**config.mk**
```make
export PLATFORM = sky130hd
export DESIGN_NAME = qvco_sort
export DESIGN_NICKNAME = d
export VERILOG_FILES = /design/src/sv/quad_vertex_clockwise_order_macros.svh /design/src/sv/qvco_pkg.sv /design/src/sv/qvco_sort.sv
export SDC_FILE = /design/constraint.sdc
export NUM_CORES = 1
export LEC_CHECK = 0
export CORE_ASPECT_RATIO = 1.4
export CORE_UTILIZATION = 65
export DETAILED_ROUTE_END_ITERATION = 7
export DONT_BUFFER_PORTS = 1
export PLACE_DENSITY = 0.85
export REMOVE_ABC_BUFFERS = 1
export SETUP_SLACK_MARGIN = 0.2
export SLEW_MARGIN = 20
export SYNTH_ARGS = -nofsm -noshare
export SYNTH_HDL_FRONTEND = slang
export SYNTH_SLANG_ARGS = --single-unit
```
**constraint.sdc**
```tcl
create_clock -name vclk -period 7.4
set_clock_uncertainty 0.1 [all_clocks]
set_input_delay 1.48 -clock vclk [all_inputs]
set_output_delay 1.48 -clock vclk [all_outputs]
set_load 0.05 [all_outputs]
```
**src/sv/quad_vertex_clockwise_order_macros.svh**
```systemverilog
// Assertion macros shared by the quad vertex ordering RTL
`ifndef QUAD_VERTEX_CLOCKWISE_ORDER_MACROS_SVH
`define QUAD_VERTEX_CLOCKWISE_ORDER_MACROS_SVH

// Check that cond holds whenever trig holds, on the same edge
`define QVCO_ASSERT_SAME(label, trig, cond, msg) \
	label: assert property (@(posedge clk) disable iff (!arst_n) (trig) |-> (cond)) \
		else $error(msg);

// Check that cond holds on the edge after trig
`define QVCO_ASSERT_NEXT(label, trig, cond, msg) \
	label: assert property (@(posedge clk) disable iff (!arst_n) (trig) |=> (cond)) \
		else $error(msg);

`endif

```
**src/sv/qvco_pkg.sv**
```systemverilog
// Types and constants of the quad vertex ordering block
package qvco_pkg;

	typedef logic [1:0] idx_t;
	typedef logic [3:0][3:0] mat_t;

	// direction class of a vertex seen from the pivot, in clockwise order
	typedef enum logic [1:0] {
		CLS_ZERO,
		CLS_RIGHT,
		CLS_BELOW,
		CLS_LEFT
	} cls_t;

	// corner signs of the role sum, 1 = plus
	localparam logic [3:0] CORNER_SX = 4'b1001;
	localparam logic [3:0] CORNER_SY = 4'b0011;

endpackage

```
**src/sv/qvco_sort.sv**
```systemverilog
// Reference angle pick and rank sort of four vertices
module qvco_sort
	import qvco_pkg::*;
(
	input  mat_t       gt,
	input  mat_t       dlt,
	input  logic [3:0] dmax,
	output idx_t       ord [4]
);

	logic [1:0] ref_idx;
	logic       found;
	logic       largest;
	mat_t       bef;
	logic [2:0] rank [4];

	always_comb begin
		ref_idx = '0;
		found   = 1'b0;
		for (int i = 0; i < 4; i++) begin
			if (dmax[i] && (!found || gt[i][ref_idx])) begin
				ref_idx = 2'(i);
				found   = 1'b1;
			end
		end
		largest = 1'b1;
		for (int i = 0; i < 4; i++) begin
			if (gt[i][ref_idx]) largest = 1'b0;
		end
		for (int i = 0; i < 4; i++) begin
			for (int j = 0; j < 4; j++) begin
				if (gt[j][i]) bef[i][j] = 1'b1;
				else if (gt[i][j]) bef[i][j] = 1'b0;
				else if (gt[ref_idx][i]) bef[i][j] = dlt[i][j];
				else if (gt[i][ref_idx]) bef[i][j] = dlt[j][i];
				else bef[i][j] = largest ? dlt[j][i] : dlt[i][j];
			end
		end
		// stable rank: count those that go first, earlier index wins a tie
		for (int i = 0; i < 4; i++) begin
			rank[i] = '0;
			for (int j = 0; j < 4; j++) begin
				if (j != i && (bef[j][i] || (!bef[i][j] && j < i))) rank[i] = rank[i] + 3'd1;
			end
		end
		for (int k = 0; k < 4; k++) ord[k] = '0;
		for (int i = 0; i < 4; i++) ord[rank[i][1:0]] = 2'(i);
	end

endmodule

```
Word level (Yosys, flattened, before mapping)
Index checks and enable logic that the tools add are counted.

Add/sub/neg operators: 6. Reductions and logical operators: 24. Shifts and indexed selects: 0. Multipliers: 0. Equal/unequal tests: 0. $lt $le $gt $ge: 9. Divide/modulo/power cells: 0. Bitwise logic cells: 6. Mux-type cells: 99.

Operator list (count): 1-bit two-way mux (77); 2-bit two-way mux (11); 1-bit binary-select mux with 2-bit select (6); 2-bit demux with 2-bit select (3); 3-bit >= comparator (second input constant) (3); 1-bit zero test (9); 1-bit logical OR (9); 3-bit by 1-bit less-than comparator with 1-bit output (second input constant) (3); 2-bit NOT with 3-bit output (3); 4-bit binary-select mux with 2-bit select (1); 8-bit bitwise OR (1); 1-bit by 1-bit adder with 2-bit output (second input constant) (3); 2-bit by 1-bit adder with 2-bit output (second input constant) (3); 1-bit logical AND (6); 2-bit by 3-bit less-than comparator with 1-bit output (second input constant) (2); 4-bit bitwise AND (1); 4-bit two-way mux (1); 4-bit NOT (1); 1-bit by 3-bit less-than comparator with 1-bit output (second input constant) (1).

Logic and storage cells: 144. RAM bits: 0. Bits in registers: 0. Output and inout bits: 8. Memories: 0. Latch bits: 0. Memory bits (read-only): 0. Bits of input ports: 36.

Longest topological paths before layout
Depth in word-level cells: 41. Mapped depth: 17. Mapped depth without buffers: 15.

Least setup slack after synthesis
No wires, ideal clock.

Path kind: input -> output. Start: input gt[8] in the netlist's numbering. End: output ord[6] in the netlist's numbering. Required time: 5.820 ns. Data arrival time: 5.381 ns. Path buffers: 2. Slack: 0.439 ns. Cell stages on the path: 16. Path through: buf_2 a21o_1 o21a_2 a22oi_2 buf_6 mux2_1 mux2_2 a22oi_1 nor2_1 or4b_1 a31oi_1 inv_1 ha_1 nand3_1 o31ai_1 o211ai_1.

RTL lines: from (decl) (RTL line qvco_sort.sv:5) `input mat_t gt,`; to (decl) (RTL line qvco_sort.sv:8) `output idx_t ord [4]`.

==> qor_table.md <==
| Step | Parameter | Value |
|---|---|---|
| detailed routing | WL final | 4.03 mm |
| detailed routing | Starting DRC count in detailed routing | 88 |
| die | I/O pin total | 44 |
| detailed routing | Routed wirelength normalized by instance count | 20.5 um |
| placement | Total half-perimeter wirelength after legalization and detailed placement | 3.40 mm |
| critical path | Arrival time of the worst setup path | 5.46 ns |
| die | Initial Util | 68.8% |
| critical path | Worst Setup SP | dmax[0] |
| critical path | Standard cell with the maximum stage delay on the critical path | sky130_fd_sc_hd__or4b_1 |
| worst hold path | Hold Startpoint | gt[14] |
| final layout | Footprint of the flip-flops and latches | 0 sq um |
| detailed routing | Residual DRC count | 0 |
| sta | Worst Tran Pin Value | 0.974 ns |
| power | Leak Pwr | 0.541 nW |
| worst hold path | Type of the worst min-delay path | in -> out |
| detailed routing | Via count | 1563 |
| final layout | Area growth from synthesis to layout | 4.66% |
| grt | Global-route wire length before repair | 5.88 mm |
| synthesis | Cell with the most instances after synthesis | sky130_fd_sc_hd__inv_1 |
| final layout | Sequential cell count of the final layout | 0 |
| synthesis | Top cells by area in the synthesized netlist | sky130_fd_sc_hd__ha_1, sky130_fd_sc_hd__mux2i_1, sky130_fd_sc_hd__inv_1 |
| sta | Number of pins with negative max-slew slack in the final report | 0 |
| grt | All-Layer GR Usage | 35.7% |
| synthesis | Dominant cell type by area after synthesis | sky130_fd_sc_hd__ha_1 |
| sta | Fin. Hold Viols | 0 |
| power | Internal power summed over all cells | 0.0586 mW |
| die | Number of core rows | 19 |
| detailed routing | Vias per cell | 7.97 |
| synthesis | Syn_area_per_cell | 7.66 sq um |
| placement | Global placement routability congestion | 0.991 |
| final layout | Layout cell share with drive strength beyond 1 | 21.1% |
| final layout | Fill cell total of the finished layout | 172 |
| die | Chip height | 55.7 um |
| sta | Final worst-path cycle share | 95.1% |
| detailed routing | Number of antenna-violating nets in the routed design | 0 |
| grt | Initial antenna violation count | 0 |
| power | Part of the total power dissipated in combinational logic | 100.0% |
| synthesis | Count of cell types in the netlist | 73 |
| power | Power after layout | 0.171 mW |
| power | Part of the power in registers | 0% |
| final layout | Count of nets after finishing | 219 |
| critical path | Startpoint class of the critical path | primary input |
| run | Max-capacitance violation count | 0 |
| detailed routing | DR pass1 iterations | 4 |
| final layout | Area occupied by multi-input gates | 0.00128 sq mm |
| critical path | Buffering stage count on the worst path with inverters included | 1 |
| sta | Hold_ws | 3.38 ns |
| critical path | Critical Path, Cell by Cell | nor2b_2 -> or3_4 -> a22oi_2 -> mux2_2 -> mux2_2 -> a22oi_1 -> nor2_1 -> or4b_1 -> a31oi_1 -> inv_1 -> ha_1 -> nand2b_1 -> mux2i_1 -> nor2_1 -> a311o_2 |
| power | Power density over the cells | 122 mW/mm^2 |
| sta | RSZ-0062 raised after global routing | false |
| final layout | Number of clock buffers in the layout | 0 |
| sta | Sum of negative setup slack | 0 ns |
| outcome | Outcome | completed |
| sta | Fin crit period | 7.04 ns |
| critical path | Critical setup path kind | in -> out |
| synthesis | Yosys warnings | 0 |
| critical path | Worst path top cell family by delay | simple AND/OR/NAND/NOR gates |
| sta | Achievable frequency | 142 MHz |
| grt | Maximum number of pins on one net before global-route repair | 11 |
| synthesis | Most instantiated cells after synthesis | sky130_fd_sc_hd__inv_1, sky130_fd_sc_hd__nor2_1, sky130_fd_sc_hd__mux2i_1, sky130_fd_sc_hd__nand3_1 |
| sta | Final setup violation count | 0 |
| final layout | Number of diodes added for antenna fixing | 0 |
| die | Width of the die | 40.4 um |
| synthesis | Share of the synthesized area in the top cell type | 5.60% |
| grt | Vias in the first global route | 1446 |
| synthesis | Netlist area before placement | 0.00134 sq mm |
| critical path | Crit path largest cell delay | 0.51 ns |
| clock tree | Hold-fix buffers at CTS | 0 |
| power | Switching power | 0.112 mW |
| power | Clock power frac | 0% |
| critical path | Critical path endpoint category | primary output |
| critical path | Maximum fanout encountered on the critical timing path | 8 |
| power | Proportion of total power due to net switching | 65.7% |
| critical path | Required time of the critical path | 5.82 ns |
| grt | Remaining global-route overflow | 0 |
| placement | Number of port buffers | 0 |
| die | Core Area | 0.00195 sq mm |
| synthesis | Post-Synthesis Cells | 175 |
| synthesis | Proportion of synthesized chip area in sequential cells | 0% |
| power | Worst IR drop on VDD | 0.0618 mV |
| die | Total die area | 0.00225 sq mm |
| sta | Max-Slew Margin vs Limit | 34.9% |
-- metal layers --
layer	track usage, %	vias to the layer above	part of all wire (%)	routed length [um]
met5	0	-	0	0
met4	17.1	0	4.8	193
met3	2.80	17	6.8	272
met2	69.4	78	55	2210
met1	31.8	740	34	1360
li1	-	728	-	-
-- path summary, 6_finish.rpt --
path,end,slack [ns],depth (start not counted)
worst min-delay path,ord[1],3.38,3
worst max-delay path,ord[4],0.36,15
-- cells by family (layout without fill, tap and decap cells) --
logic type | after synthesis | in the layout | share of synthesized area (%)
AOI/OAI and AO/OA | 77 | 77 | 52.0
and+or+nand+nor | 59 | 59 | 27.0
buffers and inverters | 22 | 22 | 6.90
muxes | 11 | 11 | 8.58
adders and majority gates | 6 | 6 | 5.60
-- power groups by stage --
| stage | Clock (mW) | Combinational (mW) | Sequential [mW] |
|---|---|---|---|
| after floorplan | 0 | 0.136 | 0 |
| after global placement | 0 | 0.163 | 0 |
| after detailed placement | 0 | 0.168 | 0 |
| after CTS | 0 | 0.169 | 0 |
| after global routing | 0 | 0.182 | 0 |
| final | 0 | 0.171 | 0 |
-- cells in the final DEF (no fill, tap or decap), drive strengths merged, types with 6 or more instances in the layout --
| master | count |
|---|---|
| inv | 18 |
| o311ai | 6 |
| o21ai | 11 |
| nor2 | 14 |
| nand3 | 7 |
| mux2i | 7 |
| ha | 6 |
-- through the flow --
step / worst slack (ns) / area [sq um] / util (%) / instances
floorplan: 0.379 / 1320 / - / 171
global placement: 0.422 / 1400 / 72.0 / 196
detailed placement: 0.355 / 1400 / 72.0 / 196
CTS: 0.345 / 1400 / 72.0 / 196
global route: 0.205 / 1400 / 72.0 / 196
finish: 0.361 / 1400 / 72.0 / 196
-- cell type report --
type | count | area share (%)
multi-input cells | 153 | 91.2
well taps | 21 | 1.87
inverters | 18 | 4.81
repair buffers | 4 | 2.14
-- timing repair --
action / in CTS / in global routing
endpoints found under the setup margin: 0 / 1
buffers inserted: 0 / 0
resized for setup: 0 / 1
(Power assumes the default switching activity.)
